`src/rtl/core/mtnt_pkg.sv`:
```
// ---------------------------------------------------------------------------
// mtnt_pkg
// Shared types, codes and pattern table of the tag nesting tracker.
// ---------------------------------------------------------------------------
package mtnt_pkg;

  localparam int STACK_DEPTH = 64;
  localparam int ADDR_W      = (STACK_DEPTH > 1) ? $clog2(STACK_DEPTH) : 1;
  localparam int CNT_W       = $clog2(STACK_DEPTH + 1);

  localparam int BYTE_W      = 8;
  localparam int KIND_W      = 3;
  localparam int DEPTH_W     = 7;
  localparam int NPAT        = 15;
  localparam int HIT_W       = 4;
  localparam int WIN_W       = 48;
  localparam int SEQ_W       = WIN_W + BYTE_W;
  localparam int NUM_OPEN    = 7;
  localparam int BARE_CLOSE  = 14;
  localparam int TDATA_OUT_W = 16;

  localparam logic [BYTE_W-1:0] CHAR_GT    = 8'h3E;
  localparam logic [BYTE_W-1:0] CHAR_SLASH = 8'h2F;

  typedef logic [KIND_W-1:0] kind_t;
  localparam kind_t KIND_OTHER = '0;

  typedef enum logic [2:0] {
    ACT_NONE      = 3'd0,
    ACT_PUSH      = 3'd1,
    ACT_POP       = 3'd2,
    ACT_UNMATCHED = 3'd3,
    ACT_FULL      = 3'd4,
    ACT_IGNORED   = 3'd5
  } action_t;

  // result word, tag_kind in the lowest bits
  typedef struct packed {
    kind_t                top_kind;
    logic [DEPTH_W-1:0]   depth;
    action_t              action;
    kind_t                tag_kind;
  } result_t;

  // first character in the highest used byte
  localparam logic [SEQ_W-1:0] PAT_BITS [NPAT] = '{
    56'h3C646976,        // <div
    56'h3C61,            // <a
    56'h3C756C,          // <ul
    56'h3C7374796C65,    // <style
    56'h3C7472,          // <tr
    56'h3C70,            // <p
    56'h3C656D,          // <em
    56'h3C2F646976,      // </div
    56'h3C2F61,          // </a
    56'h3C2F756C,        // </ul
    56'h3C2F7374796C65,  // </style
    56'h3C2F7472,        // </tr
    56'h3C2F70,          // </p
    56'h3C2F656D,        // </em
    56'h3C2F             // </
  };

  localparam int PAT_LEN [NPAT] = '{4, 2, 3, 6, 3, 2, 3, 5, 3, 4, 7, 4, 3, 4, 2};

  // which patterns end at the newest byte of seq
  function automatic logic [NPAT-1:0] match_suffixes(input logic [SEQ_W-1:0] seq);
    logic [SEQ_W-1:0] mask;
    logic [NPAT-1:0]  hits;
    hits = '0;
    for (int i = 0; i < NPAT; i++) begin
      mask    = {SEQ_W{1'b1}} >> (SEQ_W - BYTE_W * PAT_LEN[i]);
      hits[i] = ((seq & mask) == PAT_BITS[i]);
    end
    return hits;
  endfunction

endpackage

```
`src/rtl/core/mtnt_ram.sv`:
```
// ---------------------------------------------------------------------------
// mtnt_ram
// Generic single-write, single-read RAM with registered read data.
// ---------------------------------------------------------------------------
module mtnt_ram #(
  parameter int WIDTH = 8,
  parameter int DEPTH = 64,
  localparam int AW   = (DEPTH > 1) ? $clog2(DEPTH) : 1
) (
  input  logic             clk,
  input  logic             we,
  input  logic [AW-1:0]    waddr,
  input  logic [WIDTH-1:0] wdata,
  input  logic [AW-1:0]    raddr,
  output logic [WIDTH-1:0] rdata
);

  logic [WIDTH-1:0] mem [DEPTH];

  always_ff @(posedge clk) begin
    if (we) begin
      mem[waddr] <= wdata;
    end
    rdata <= mem[raddr];
  end

endmodule

```
`src/rtl/core/markup_tag_nesting_tracker_unit.sv`:
```
// ---------------------------------------------------------------------------
// markup_tag_nesting_tracker_unit
// Scans markup bytes and tracks tag nesting on a stack of tag kinds.
// ---------------------------------------------------------------------------
// Input stream: one text byte per request on s_tdata.
// Output stream: one result per input byte. m_tlast marks a '>' that ends
// a tag segment; m_tdata carries tag_kind, action, depth and top_kind.
// m_tvalid rises in the cycle after input acceptance; one byte per cycle
// is sustained while m_tready is high. The top of stack lives in a register
// and the entry below it is read from the stack RAM every cycle, so a pop
// has the new top ready without waiting on the RAM read port.
// When the receiver stalls, the output register holds its result and
// s_tready drops until the result is taken.
// Reset empties the stack, clears the byte window and pattern flags and
// drops m_tvalid. Stack RAM contents are not cleared; data read from
// unwritten entries is never used, so no clearing pass is needed.
// ---------------------------------------------------------------------------
module markup_tag_nesting_tracker_unit (
  input  logic                               clk,
  input  logic                               rst,
  input  logic                               s_tvalid,
  output logic                               s_tready,
  input  logic [mtnt_pkg::BYTE_W-1:0]        s_tdata,   // in_byte
  output logic                               m_tvalid,
  input  logic                               m_tready,
  // tag_kind[2:0], action[5:3], depth[12:6], top_kind[15:13]
  output logic [mtnt_pkg::TDATA_OUT_W-1:0]   m_tdata,
  output logic                               m_tlast    // tag_end
);

  import mtnt_pkg::*;

  logic                 accept;
  logic [CNT_W-1:0]     count, count_next, count_eff;
  kind_t                top, top_next, below;
  logic [WIN_W-1:0]     window, window_next;
  logic [NPAT-1:0]      seen, seen_next;
  logic [SEQ_W-1:0]     seq;
  logic [HIT_W-1:0]     hit;
  logic                 is_end;
  logic                 do_push, do_pop, we;
  kind_t                kind;
  action_t              act;
  result_t              res, res_next;
  logic                 out_valid, out_last;

  assign accept   = s_tvalid && s_tready;
  assign s_tready = !out_valid || m_tready;
  assign seq      = {window, s_tdata};

  // first pattern flag in priority order; NPAT when none
  always_comb begin
    hit = HIT_W'(NPAT);
    for (int i = NPAT - 1; i >= 0; i--) begin
      if (seen[i]) begin
        hit = HIT_W'(i);
      end
    end
  end

  always_comb begin
    count_next  = count;
    top_next    = top;
    window_next = window;
    seen_next   = seen;
    is_end      = 1'b0;
    kind        = KIND_OTHER;
    act         = ACT_NONE;
    do_push     = 1'b0;
    do_pop      = 1'b0;
    we          = 1'b0;

    if (s_tdata != CHAR_GT) begin
      window_next = seq[WIN_W-1:0];
      seen_next   = seen | match_suffixes(seq);
    end else begin
      is_end      = 1'b1;
      window_next = '0;
      seen_next   = '0;
      priority if (hit < HIT_W'(NUM_OPEN)) begin
        kind    = KIND_W'(hit + HIT_W'(1));
        do_push = 1'b1;
      end else if (hit < HIT_W'(BARE_CLOSE)) begin
        kind   = KIND_W'(hit - HIT_W'(NUM_OPEN - 1));
        do_pop = 1'b1;
      end else if (hit == HIT_W'(BARE_CLOSE)) begin
        do_pop = 1'b1;
      end else if (window[BYTE_W-1:0] == CHAR_SLASH) begin
        act = ACT_IGNORED;
      end else begin
        do_push = 1'b1;
      end
    end

    if (do_push) begin
      if (count >= CNT_W'(STACK_DEPTH)) begin
        act = ACT_FULL;
      end else begin
        act        = ACT_PUSH;
        we         = 1'b1;
        count_next = count + CNT_W'(1);
        top_next   = kind;
      end
    end

    if (do_pop) begin
      if (count == '0 || top != kind) begin
        act = ACT_UNMATCHED;
      end else begin
        act        = ACT_POP;
        count_next = count - CNT_W'(1);
        top_next   = below;
      end
    end

    res_next.tag_kind = kind;
    res_next.action   = act;
    res_next.depth    = DEPTH_W'(count_next);
    res_next.top_kind = (count_next == '0) ? KIND_OTHER : top_next;
  end

  // keep the entry below the top on the RAM read port at all times
  assign count_eff = accept ? count_next : count;

  mtnt_ram #(
    .WIDTH (KIND_W),
    .DEPTH (STACK_DEPTH)
  ) u_stack (
    .clk   (clk),
    .we    (accept && we),
    .waddr (ADDR_W'(count)),
    .wdata (kind),
    .raddr (ADDR_W'(count_eff - CNT_W'(2))),
    .rdata (below)
  );

  always_ff @(posedge clk) begin
    if (rst) begin
      count  <= '0;
      window <= '0;
      seen   <= '0;
    end else if (accept) begin
      count  <= count_next;
      window <= window_next;
      seen   <= seen_next;
    end
  end

  always_ff @(posedge clk) begin
    if (accept) begin
      top      <= top_next;
      res      <= res_next;
      out_last <= is_end;
    end
  end

  always_ff @(posedge clk) begin
    if (rst) begin
      out_valid <= 1'b0;
    end else if (accept) begin
      out_valid <= 1'b1;
    end else if (m_tready) begin
      out_valid <= 1'b0;
    end
  end

  assign m_tvalid = out_valid;
  assign m_tdata  = TDATA_OUT_W'(res);
  assign m_tlast  = out_last;

endmodule

```
`config.mk`:
```
export PLATFORM = sky130hd
export DESIGN_NAME = markup_tag_nesting_tracker_unit
export DESIGN_NICKNAME = d
export VERILOG_FILES = /design/src/rtl/core/mtnt_pkg.sv /design/src/rtl/core/mtnt_ram.sv /design/src/rtl/core/markup_tag_nesting_tracker_unit.sv
export SDC_FILE = /design/constraint.sdc
export NUM_CORES = 1
export LEC_CHECK = 0
export BUFFER_PORTS_ARGS = -buffer_cell sky130_fd_sc_hd__buf_2
export CORE_ASPECT_RATIO = 0.8
export CORE_MARGIN = 3
export CORE_UTILIZATION = 40
export CTS_CLUSTER_SIZE = 20
export DETAILED_ROUTE_END_ITERATION = 10
export GPL_TIMING_DRIVEN = 0
export PLACE_DENSITY = 0.59
export REMOVE_ABC_BUFFERS = 1
export SLEW_MARGIN = 5
export SYNTH_ARGS = -nofsm -noshare
export SYNTH_HDL_FRONTEND = slang
export SYNTH_SLANG_ARGS = --single-unit
```
`constraint.sdc`:
```
create_clock -name clk -period 11.2 [get_ports clk]
set_input_delay 2.24 -clock clk [delete_from_list [all_inputs] [get_ports clk]]
set_output_delay 2.24 -clock clk [all_outputs]
set_load 0.01 [all_outputs]
```
==> reports/qor.csv, run 1 <==
stage;metric;value;unit
timing;count of pins over their slew limit;0;
logic_synthesis;largest family of logic cells by synthesized area;simple AND/OR/NAND/NOR gates;
logic_synthesis;number of synthesized register bits;286;
timing;RSZ-0062 raised after global routing;no;
timing;Worst-Margin Slew;1.25;ns
logic_synthesis;synth top area cells;edfxtp_1, dfxtp_1, nand2_1;
cells_and_area;layout net count;1241;
cells_and_area;share of layout cells above drive strength 1;10.1;%
logic_synthesis;post-synth top area share;47.3;%
logic_synthesis;simple-gate share of the synthesized area;19.6;%
critical_path;Worst Path Buf+Inv;2;
clocking;CTS resizes;0;
drt;Vias;10100;
power_and_ir_drop;leakage power;4.91;nW
place;Setup WS pre-CTS;3.10;ns
clocking;CTS hold repair buffers;0;
logic_synthesis;leading area contributor after synthesis;edfxtp_1;
place;Placed Cells;1620;
cells_and_area;Area Overhead vs Synth;11.2;%
clocking;CTS tree;yes;
timing;setup violators final;0;
critical_path;Register-to-Register Path Depth;22;
logic_synthesis;top cells by count, synth;edfxtp_1, nand2_1, nor2_1, and3_1, a21oi_1;
cells_and_area;final instance area;15000;um^2
global_routing;largest net degree at the start of global routing;84;
global_routing;total grt overflow;0;
logic_synthesis;top_reg_cell synth;edfxtp_1;
logic_synthesis;post-synthesis mux area share;1.36;%
logic_synthesis;count leader, synth;edfxtp_1;
critical_path;Critical Path RT;11.68;ns
drt;number of vias per cell;6.04;
critical_path;Slowest-stage cell, CP;nor4_4;
global_routing;first-pass GRT wire length;56.9;mm
critical_path;R2R Path End;u_stack.rdata[2];
logic_synthesis;EDFF count, synth;212;
timing;period utilization;67.8;%
floorplan;core area;32900;um^2
logic_synthesis;Post-Syn Area;13500;um^2
run_status;status;complete, no violations;
drt;Antenna Nets Post-Route;0;
floorplan;Die Height;170;um
critical_path;crit path cell chain;buf_2 -> and4b_1 -> nand2_1 -> nor2_1 -> o211a_1 -> nor4_4 -> nand3_1 -> o211ai_4 -> inv_1 -> ha_1 -> nand2b_1 -> a211oi_1 -> a2111o_1 -> o211ai_1 -> and4_1;
global_routing;vias in the first global route;9397;
clocking;worst-skew pair later-pin latency;0.56;ns
drt;First DRT Iteration DRCs;1202;
critical_path;Crit Path Category;in2reg;
critical_path;Reg2Reg Launch Point;seen[7];
timing;Max Fclk;132;MHz
clocking;CTS Sinks;286;
min_path;WHS Endpoint;window[41];
power_and_ir_drop;Worst VDD drop;94.9;uV
drt;Remaining DRCs;0;
logic_synthesis;synth warn;0;
min_path;hold path cells;2;
timing;Hold Violations, Final;0;
critical_path;worst setup path startpoint;s_tdata[3];
place;Buffers on Ports;30;
drt;wire per inst;22.3;um
drt;DRT Pass-1 Iters;6;
logic_synthesis;adder-cell share of the synthesized area;0.558;%
drt;routed wire length;37.3;mm
logic_synthesis;Post-Syn Area per Cell;10.8;um^2
logic_synthesis;Post-Syn Instances;1245;
critical_path;worst-path maximum fanout;24;
clocking;H-Tree Depth;1;
clocking;Clock Path Buffers;3;
power_and_ir_drop;pwr/cell area;142;nW/um^2
critical_path;CP peak stage delay;1.17;ns
critical_path;CP Capture Type;flip-flop;
critical_path;Worst Path Arrival;8.07;ns
logic_synthesis;post-synthesis sequential area ratio;58.3;%
clocking;clk slew on worst S/H paths;0.06;ns
global_routing;Overall Global Routing Usage;20.5;%
timing;Max-slew headroom;15.8;%
critical_path;CP Launch Type;primary input;
place;HPWL after detailed placement;24.2;mm
timing;clock skew;0.00951;ns
floorplan;Starting Density;41.0;%
floorplan;die area;35900;um^2
timing;fin worst setup slack;3.60;ns
floorplan;die width;211;um
place;gpl congestion;0.820;
logic_synthesis;area fraction in compound gates after synthesis;16.2;%
min_path;Min-Delay Path Class;reg2reg;
logic_synthesis;Post-synth ARST share;0;%
cells_and_area;Layout Cells excl Fill;1672;
global_routing;initial antenna violation count;0;
job;Max Cap Violations;0;
logic_synthesis;post-synthesis cell type count;86;
critical_path;r2r setup slk;3.92;ns
clocking;CTS Buf Count;28;
floorplan;IO Pins;31;
clocking;Clk Tree Root Cell;clkbuf_16;
cells_and_area;filler instances;3054;
cells_and_area;Diodes inserted;0;
min_path;worst hold start;window[41];
logic_synthesis;post-synthesis xor/xnor area fraction;0.325;%
critical_path;delay-heaviest family, CP;simple AND/OR/NAND/NOR gates;
timing;Tmin final;7.60;ns
floorplan;FP Rows;59;
place;Placed Instance Area;14100;um^2
clocking;setup bufs post-CTS;0;
## per-stage QoR
step | utilization [%] | TNS (ns) | total power, mW | hold WS (ns)
floorplan | - | 0 | 1.19 | 0.421
global placement | 41.8 | -3.47 | 1.21 | 0.442
detailed placement | 42.8 | 0 | 1.21 | 0.441
CTS | 45.6 | 0 | 2.14 | 0.450
global route | 45.6 | 0 | 2.19 | 0.474
finish | 45.6 | 0 | 2.13 | 0.456
## registers in the layout, indices dropped and copies added (netlist names)
name           count
u_stack.mem      192
window            48
m_tdata           16
seen              15
count              7
top                3
u_stack.rdata      3
m_tlast            1
m_tvalid           1
## area by class of cell
type	instances	area, um^2	share of cell area [%]
repair buffers	46	430	2.88
well taps	427	534	3.57
clock buffers	36	803	5.37
flip-flops and latches	286	7850	52.4
multi-input cells	838	5150	34.4
clock inverters	16	110	0.736
inverters	23	88.8	0.594
## power breakdown
| part | leakage [nW] | switching [mW] | internal [mW] |
|---|---|---|---|
| Sequential | 2.51 | 0.00595 | 1.13 |
| Clock | 0.446 | 0.406 | 0.529 |
| Combinational | 1.96 | 0.0384 | 0.0167 |
## cells in the final DEF, fill, tap and decap left out, types with 6 or more instances in the layout
| cell type | n |
|---|---|
| nand2_1 | 155 |
| a211oi_1 | 49 |
| nand4_1 | 20 |
| dfxtp_1 | 73 |
| nand3_1 | 45 |
| a311oi_1 | 12 |
| nor3_1 | 16 |
| o211ai_1 | 16 |
| clkbuf_16 | 30 |
| o21ai_0 | 25 |
| edfxtp_1 | 212 |
| a211o_1 | 26 |
| clkinv_1 | 6 |
| buf_16 | 6 |
| or3_1 | 9 |
| o2111ai_1 | 12 |
| inv_1 | 21 |
| nand3b_1 | 6 |
| a221oi_1 | 11 |
| a21oi_1 | 76 |
| buf_2 | 30 |
| a22oi_1 | 9 |
| a31oi_1 | 6 |
| nor4_1 | 11 |
| ha_1 | 6 |
| mux2i_1 | 15 |
| a2111o_1 | 11 |
| and3_1 | 77 |
| nor2_1 | 116 |
## layer usage
metal	GRT usage [%]	share of wire (%)	vias to the layer above
li1	-	-	4706
met2	31.2	44	320
met4	4.66	2.2	0
met3	3.21	6.2	55
met5	0	0	-
met1	30.9	47	5020
## worst register-to-register path, stage by stage, from the launching register on
cell      delay (ns)
dfxtp_1         0.58
nor3b_1         0.10
o31ai_1         0.31
a31oi_1         0.17
nor2_1          0.11
nor2_1          0.04
or2_2           0.29
inv_1           0.06
ha_1            0.34
nor3_1          0.08
o21ai_0         0.14
nand3b_1        0.14
o211a_1         0.49
nor4_4          1.17
nand3_1         0.28
o211ai_4        0.22
inv_1           0.10
ha_1            0.34
nand2b_1        0.96
a211oi_1        0.18
a2111o_1        0.47
o211ai_1        0.31
and4_1          0.32
## how the worst max path moves through the flow
stage | depth (start not counted) | slack [ns] | endpoint
finish | 15 | 3.60 | u_stack.rdata[2]
detailed placement | 15 | 3.10 | u_stack.rdata[2]
CTS | 15 | 3.57 | u_stack.rdata[2]
floorplan | 11 | 2.76 | u_stack.rdata[2]
global route | 15 | 3.31 | u_stack.rdata[1]
global placement | 12 | -1.20 | u_stack.rdata[1]
## cell families (layout without fill, tap and decap cells)
group                      after synthesis  count (layout)
buffers and inverters                  121             121
and+or+nand+nor                        514             514
adders and majority gates                6               6
DFF                                    286             286
muxes                                   18              18
xor gates and xnor gates                 5               5
AOI/OAI and AO/OA                      295             295
No activity file was read; power rests on OpenSTA's default activity.
==> run 2, diff against run 1 <==
PLACE_DENSITY = 0.61   (was 0.59)
clock period = 6.7 ns   (was 11.2 ns; I/O delays follow)
==> reports/qor.csv, run 2 (synthesis gave the netlist of run 1 again) <==
stage;metric;value;unit;change
critical_path;Critical Path RT;7.17;ns;-4.51 ns
timing;Max Fclk;157;MHz;
place;Buffers on Ports;30;;unchanged
job;Max Cap Violations;0;;unchanged
floorplan;Die Height;170;um;unchanged
min_path;Min-Delay Path Class;reg2reg;;
floorplan;FP Rows;59;;unchanged
timing;Max-slew headroom;15.3;%;-0.47 points
clocking;CTS Sinks;286;;unchanged
clocking;H-Tree Depth;1;;unchanged
clocking;CTS Buf Count;29;;+3.6%
global_routing;largest net degree at the start of global routing;81;;-3.6%
power_and_ir_drop;pwr/cell area;237;nW/um^2;+67%
clocking;worst-skew pair later-pin latency;0.56;ns;about the same
floorplan;IO Pins;31;;unchanged
cells_and_area;post-layout util;45.6;%;+0.084 points
cells_and_area;Diodes inserted;0;;unchanged
critical_path;CP Capture Type;flip-flop;;
clocking;Clk Tree Root Cell;clkbuf_16;;
place;gpl congestion;0.870;;+6.1%
critical_path;Register-to-Register Path Depth;21;;-4.5%
power_and_ir_drop;leakage power;4.96;nW;+0.97%
run_status;status;complete, no violations;;
floorplan;Starting Density;41.0;%;unchanged
critical_path;Worst Path Arrival;6.85;ns;-1.22 ns
cells_and_area;area of the multi-input gates;5200;um^2;+0.95%
critical_path;Crit Path Category;reg2reg;;
min_path;WHS Endpoint;seen[14];;
critical_path;R2R Path End;u_stack.rdata[1];;
global_routing;total grt overflow;0;;unchanged
floorplan;core area;32900;um^2;unchanged
drt;First DRT Iteration DRCs;1225;;+1.9%
cells_and_area;most frequent cells in the layout;edfxtp_1, nand2_1, nor2_1;;
drt;number of vias per cell;6.18;;+2.3%
timing;clock skew;0.0131;ns;+0.00358 ns
cells_and_area;FF+latch area;7850;um^2;unchanged
global_routing;Overall Global Routing Usage;20.5;%;about the same
timing;Tmin final;6.38;ns;
cells_and_area;Area Overhead vs Synth;11.4;%;
critical_path;CP Launch Type;flip-flop;;
timing;Hold Violations, Final;0;;unchanged
min_path;hold path cells;2;;unchanged
drt;routed wire length;38.3;mm;+2.8%
clocking;CTS hold repair buffers;0;;unchanged
timing;setup violators final;0;;unchanged
critical_path;r2r setup slk;0.32;ns;-3.60 ns
drt;DRT Pass-1 Iters;6;;unchanged
global_routing;initial antenna violation count;0;;unchanged
timing;period utilization;95.3;%;
timing;RSZ-0062 raised after global routing;no;;
cells_and_area;Largest Register;u_stack.mem;;
critical_path;Reg2Reg Launch Point;seen[7];;
drt;Remaining DRCs;0;;unchanged
timing;count of pins over their slew limit;0;;unchanged
critical_path;worst-path maximum fanout;12;;-50%
floorplan;die width;211;um;unchanged
drt;Vias;10400;;+2.7%
drt;wire per inst;22.8;um;+2.4%
global_routing;vias in the first global route;9595;;+2.1%
place;HPWL after detailed placement;24.0;mm;-0.94%
drt;Antenna Nets Post-Route;0;;unchanged
cells_and_area;max reg flops;192;;unchanged
floorplan;die area;35900;um^2;unchanged
cells_and_area;layout net count;1248;;+0.56%
clocking;clk slew on worst S/H paths;0.07;ns;about the same
min_path;worst hold start;seen[14];;
global_routing;first-pass GRT wire length;57.3;mm;+0.72%
cells_and_area;share of layout cells above drive strength 1;10.7;%;+0.58 points
timing;Worst-Margin Slew;1.27;ns;+0.0151 ns
cells_and_area;filler instances;2995;;-1.9%
clocking;CTS tree;yes;;
cells_and_area;most common cell after layout, fill and taps aside;edfxtp_1;;
timing;hold_ws;0.451;ns;-0.00519 ns
clocking;Clock Path Buffers;3;;unchanged
power_and_ir_drop;Worst VDD drop;156;uV;+64%
==> run 2: per-layer routing <==
layer  track usage (%)  part of all wire [%]
met5                 0                     0
met4              4.57                   2.0
met3              3.67                   8.4
met2              30.7                    44
met1              31.0                    46
==> run 2: critical path, cell delays in order (launching register included) <==
cell	delay [ns]
dfxtp_1	0.57
nor3b_1	0.09
o31ai_1	0.30
a31oi_1	0.16
nor2_1	0.11
nor2_1	0.04
or2_2	0.29
inv_1	0.06
ha_1	0.32
o21ai_2	0.21
o211ai_1	0.66
buf_4	0.35
nor2_1	0.16
a22o_1	0.21
a211o_1	0.40
inv_2	0.15
ha_1	0.21
nand2b_1	0.65
a211oi_1	0.11
a2111o_1	0.41
o211ai_1	0.44
and4_1	0.36
==> run 2: report_power, final <==
| part | internal, mW | leakage (nW) | switching (mW) |
|---|---|---|---|
| registers | 1.89 | 2.56 | 0.00988 |
| logic | 0.0281 | 1.97 | 0.0658 |
| clock network | 0.871 | 0.430 | 0.687 |
==> run 2: per-stage QoR <==
step / TNS [ns] / power, mW / instances / area, um^2 / setup WS (ns)
final: 0 / 3.55 / 1679 / 15000 / 0.317
after global routing: 0 / 3.66 / 1679 / 15000 / 0.0590
after CTS: 0 / 3.57 / 1675 / 14900 / 0.0537
after detailed placement: -2.57 / 2.03 / 1621 / 14000 / -0.884
after global placement: -572.73 / 2.02 / 1604 / 13700 / -4.86
after floorplan: -2.52 / 1.99 / 1147 / 13000 / -0.841
==> run 2: worst max path at each step <==
stage                        start                to  slack [ns]  cells after the start
after global routing       seen[7]  u_stack.rdata[1]        0.06                     21
after floorplan           m_tready  u_stack.rdata[2]       -0.84                     11
after global placement    m_tready  u_stack.rdata[1]       -4.86                     12
after detailed placement  count[0]  u_stack.rdata[2]       -0.88                     15
final                      seen[7]  u_stack.rdata[1]        0.32                     21
after CTS                  seen[7]  u_stack.rdata[2]        0.05                     19
==> run 2: timing repair <==
item,in CTS,in global routing
resized for setup,2,3
cloned,1,2
buffers inserted,0,2
hold endpoints to repair,0,0
setup endpoints to repair,3,3
pin swaps,1,3
==> run 2: cell type report <==
class                   count  area share [%]
well taps                 427            3.56
flip-flops and latches    286            52.3
multi-input cells         841            34.7
inverters                  23           0.592
clock buffers              34            4.96
clock inverters            19            1.03
repair buffers             49            2.82
==> run 3, diff against run 2 <==
ABC_AREA = 1   (was not set)
SLEW_MARGIN = not set   (was 5)
==> reports/qor.csv, run 3 <==
stage;metric;value;unit;change
clocking;clk slew on worst S/H paths;0.06;ns;about the same
place;HPWL after detailed placement;22.3;mm;-7.0%
global_routing;Overall Global Routing Usage;18.6;%;-1.8 points
critical_path;Slowest-stage cell, CP;ha_2;;
cells_and_area;area of the multi-input gates;4460;um^2;-14%
critical_path;CP Launch Type;flip-flop;;
clocking;Clk Tree Root Cell;clkbuf_16;;
clocking;CTS Buf Count;30;;+3.4%
critical_path;worst-path maximum fanout;67;;+55
place;gpl congestion;0.874;;+0.46%
drt;routed wire length;33.8;mm;-12%
clocking;Clock Path Buffers;3;;unchanged
global_routing;first-pass GRT wire length;52.4;mm;-8.6%
logic_synthesis;synth warn;0;;unchanged
floorplan;Die Height;171;um;+0.39%
logic_synthesis;leading area contributor after synthesis;edfxtp_1;;
drt;wire per inst;17.2;um;-24%
drt;number of vias per cell;5.20;;-16%
logic_synthesis;post-synth top area share;46.9;%;-0.38 points
timing;Max-slew headroom;27.1;%;+12 points
logic_synthesis;post-synthesis sequential area ratio;57.8;%;-0.47 points
critical_path;Critical Path RT;7.20;ns;+0.03 ns
power_and_ir_drop;Power Total;3.92;mW;+10%
floorplan;Starting Density;41.1;%;+0.15 points
logic_synthesis;top cells by count, synth;nand2_1, inv_1, nand3_1, edfxtp_1, nor2_1;;
place;Setup WS pre-CTS;-0.809;ns;+0.0751 ns
critical_path;CP Capture Type;flip-flop;;
global_routing;vias in the first global route;9454;;-1.5%
cells_and_area;share of layout cells above drive strength 1;9.40;%;-1.3 points
logic_synthesis;number of synthesized register bits;286;;unchanged
logic_synthesis;post-synthesis cell type count;40;;-53%
logic_synthesis;count leader, synth;nand2_1;;
critical_path;delay-heaviest family, CP;simple AND/OR/NAND/NOR gates;;
critical_path;CP peak stage delay;0.58;ns;-0.08 ns
timing;clock skew;0.0184;ns;+0.00528 ns
critical_path;Worst Path Buf+Inv;7;;+4
drt;Vias;10200;;-1.8%
clocking;CTS tree;yes;;
place;Buffers on Ports;30;;unchanged
clocking;H-Tree Depth;1;;unchanged
timing;Max Fclk;167;MHz;+6.6%
critical_path;Crit Path Category;reg2reg;;
cells_and_area;FF+latch area;7850;um^2;about the same
timing;period utilization;89.4;%;-5.9 points
cells_and_area;filler instances;3099;;+3.5%
timing;Tmin final;5.99;ns;-0.393 ns
cells_and_area;max reg flops;192;;unchanged
logic_synthesis;EDFF count, synth;212;;unchanged
cells_and_area;Diodes inserted;0;;unchanged
job;Max Cap Violations;0;;unchanged
floorplan;FP Rows;59;;unchanged
timing;RSZ-0062 raised after global routing;no;;
drt;First DRT Iteration DRCs;954;;-22%
cells_and_area;Largest Register;u_stack.mem;;
global_routing;initial antenna violation count;0;;unchanged
timing;Hold Violations, Final;0;;unchanged
cells_and_area;layout net count;1527;;+22%
run_status;status;complete, no violations;;
global_routing;total grt overflow;0;;unchanged
power_and_ir_drop;pwr/cell area;259;nW/um^2;+9.5%
drt;Antenna Nets Post-Route;0;;unchanged
power_and_ir_drop;leakage power;6.18;nW;+25%
timing;setup violators final;0;;unchanged
timing;Worst-Margin Slew;1.09;ns;-0.179 ns
timing;setup TNS;0;ns;unchanged
logic_synthesis;Post-synth ARST share;0;%;unchanged
logic_synthesis;top_reg_cell synth;edfxtp_1;;
floorplan;die width;212;um;+0.39%
cells_and_area;most common cell after layout, fill and taps aside;nand2_1;;
cells_and_area;final instance area;15100;um^2;+0.81%
place;Placed Instance Area;14200;um^2;+1.1%
logic_synthesis;Post-Syn Instances;1503;;+21%
floorplan;core area;33000;um^2;+0.45%
timing;count of pins over their slew limit;0;;unchanged
clocking;worst-skew pair later-pin latency;0.57;ns;about the same
global_routing;largest net degree at the start of global routing;87;;+7.4%
drt;Remaining DRCs;0;;unchanged
min_path;Min-Delay Path Class;reg2reg;;
timing;hold_ws;0.464;ns;+0.0131 ns
cells_and_area;Area Overhead vs Synth;11.4;%;about the same
clocking;CTS Sinks;286;;unchanged
power_and_ir_drop;Worst VDD drop;183;uV;+18%
logic_synthesis;Post-Syn Area per Cell;9.03;um^2;-16%
cells_and_area;most frequent cells in the layout;nand2_1, inv_1, nand3_1;;
timing;fin worst setup slack;0.710;ns;+0.393 ns
floorplan;IO Pins;31;;unchanged
critical_path;Crit path top cell by count;nand2_1;;
critical_path;Worst Path Arrival;6.49;ns;-0.36 ns
logic_synthesis;Post-Syn Area;13600;um^2;+0.81%
drt;DRT Pass-1 Iters;5;;-1
floorplan;die area;36200;um^2;+0.78%
logic_synthesis;synth top area cells;edfxtp_1, dfxtp_1, nand3_1;;
==> run 3: what timing repair did <==
action	4_1_cts	5_1_grt
gates resized for setup	3	2
buffers inserted	0	1
setup endpoints to repair	3	3
pin swaps	0	0
hold buffers	0	0
cloned	0	1
==> run 3: stage by stage <==
stage          util, %  cells
6_report          45.8   1959
5_1_grt           45.8   1959
4_1_cts           45.7   1957
3_5_place_dp      43.0   1902
3_3_place_gp      42.1   1892
2_1_floorplan        -   1435
==> run 3: final cells by class <==
class / count / area share [%]
repair inverters: 1 / 0.0497
well taps: 427 / 3.53
flip-flops and latches: 286 / 51.9
inverters: 256 / 6.42
clock inverters: 18 / 0.695
multi-input cells: 893 / 29.5
repair buffers: 41 / 2.62
clock buffers: 37 / 5.28
==> run 3: kinds of logic after synthesis <==
logic type | count (synthesis) | share of synthesized area, %
AOI/OAI and AO/OA | 94 | 4.48
xor gates and xnor gates | 8 | 0.516
adders and majority gates | 6 | 0.553
buffers and inverters | 324 | 9.76
DFF | 286 | 57.8
and+or+nand+nor | 785 | 26.9
==> run 3: power breakdown <==
group / internal [mW] / switching (mW)
clock: 0.846 / 0.681
sequential: 1.92 / 0.0307
combinational: 0.131 / 0.312
total: 2.90 / 1.02
==> run 3: worst register-to-register path, delay by kind of cell, from the launching register on <==
family | cells | cell delay [ns]
adder cells (fa/ha/maj) | 2 | 0.76
buffers and inverters | 7 | 1.43
AND/OR/NAND/NOR | 29 | 2.70
flip-flops | 1 | 0.35
AO/OA/AOI/OAI | 2 | 0.66
==> run 3: final timing paths <==
check	start	to	slack (ns)	depth (start not counted)
setup reg to reg	seen[13]	u_stack.rdata[2]	0.71	40
hold reg to reg	window[43]	window[43]	0.46	2
setup / recovery	seen[13]	u_stack.rdata[2]	0.71	40
hold / removal	window[43]	window[43]	0.46	2
==> run 3: per-layer routing <==
metal,vias up,part of all wire [%],wire (um),global-route usage [%]
met5,-,0,0,0
met4,0,1.9,649,4.07
met3,55,7.9,2680,3.63
met2,369,42,14100,27.5
met1,4769,49,16400,28.4
li1,4995,-,-,-
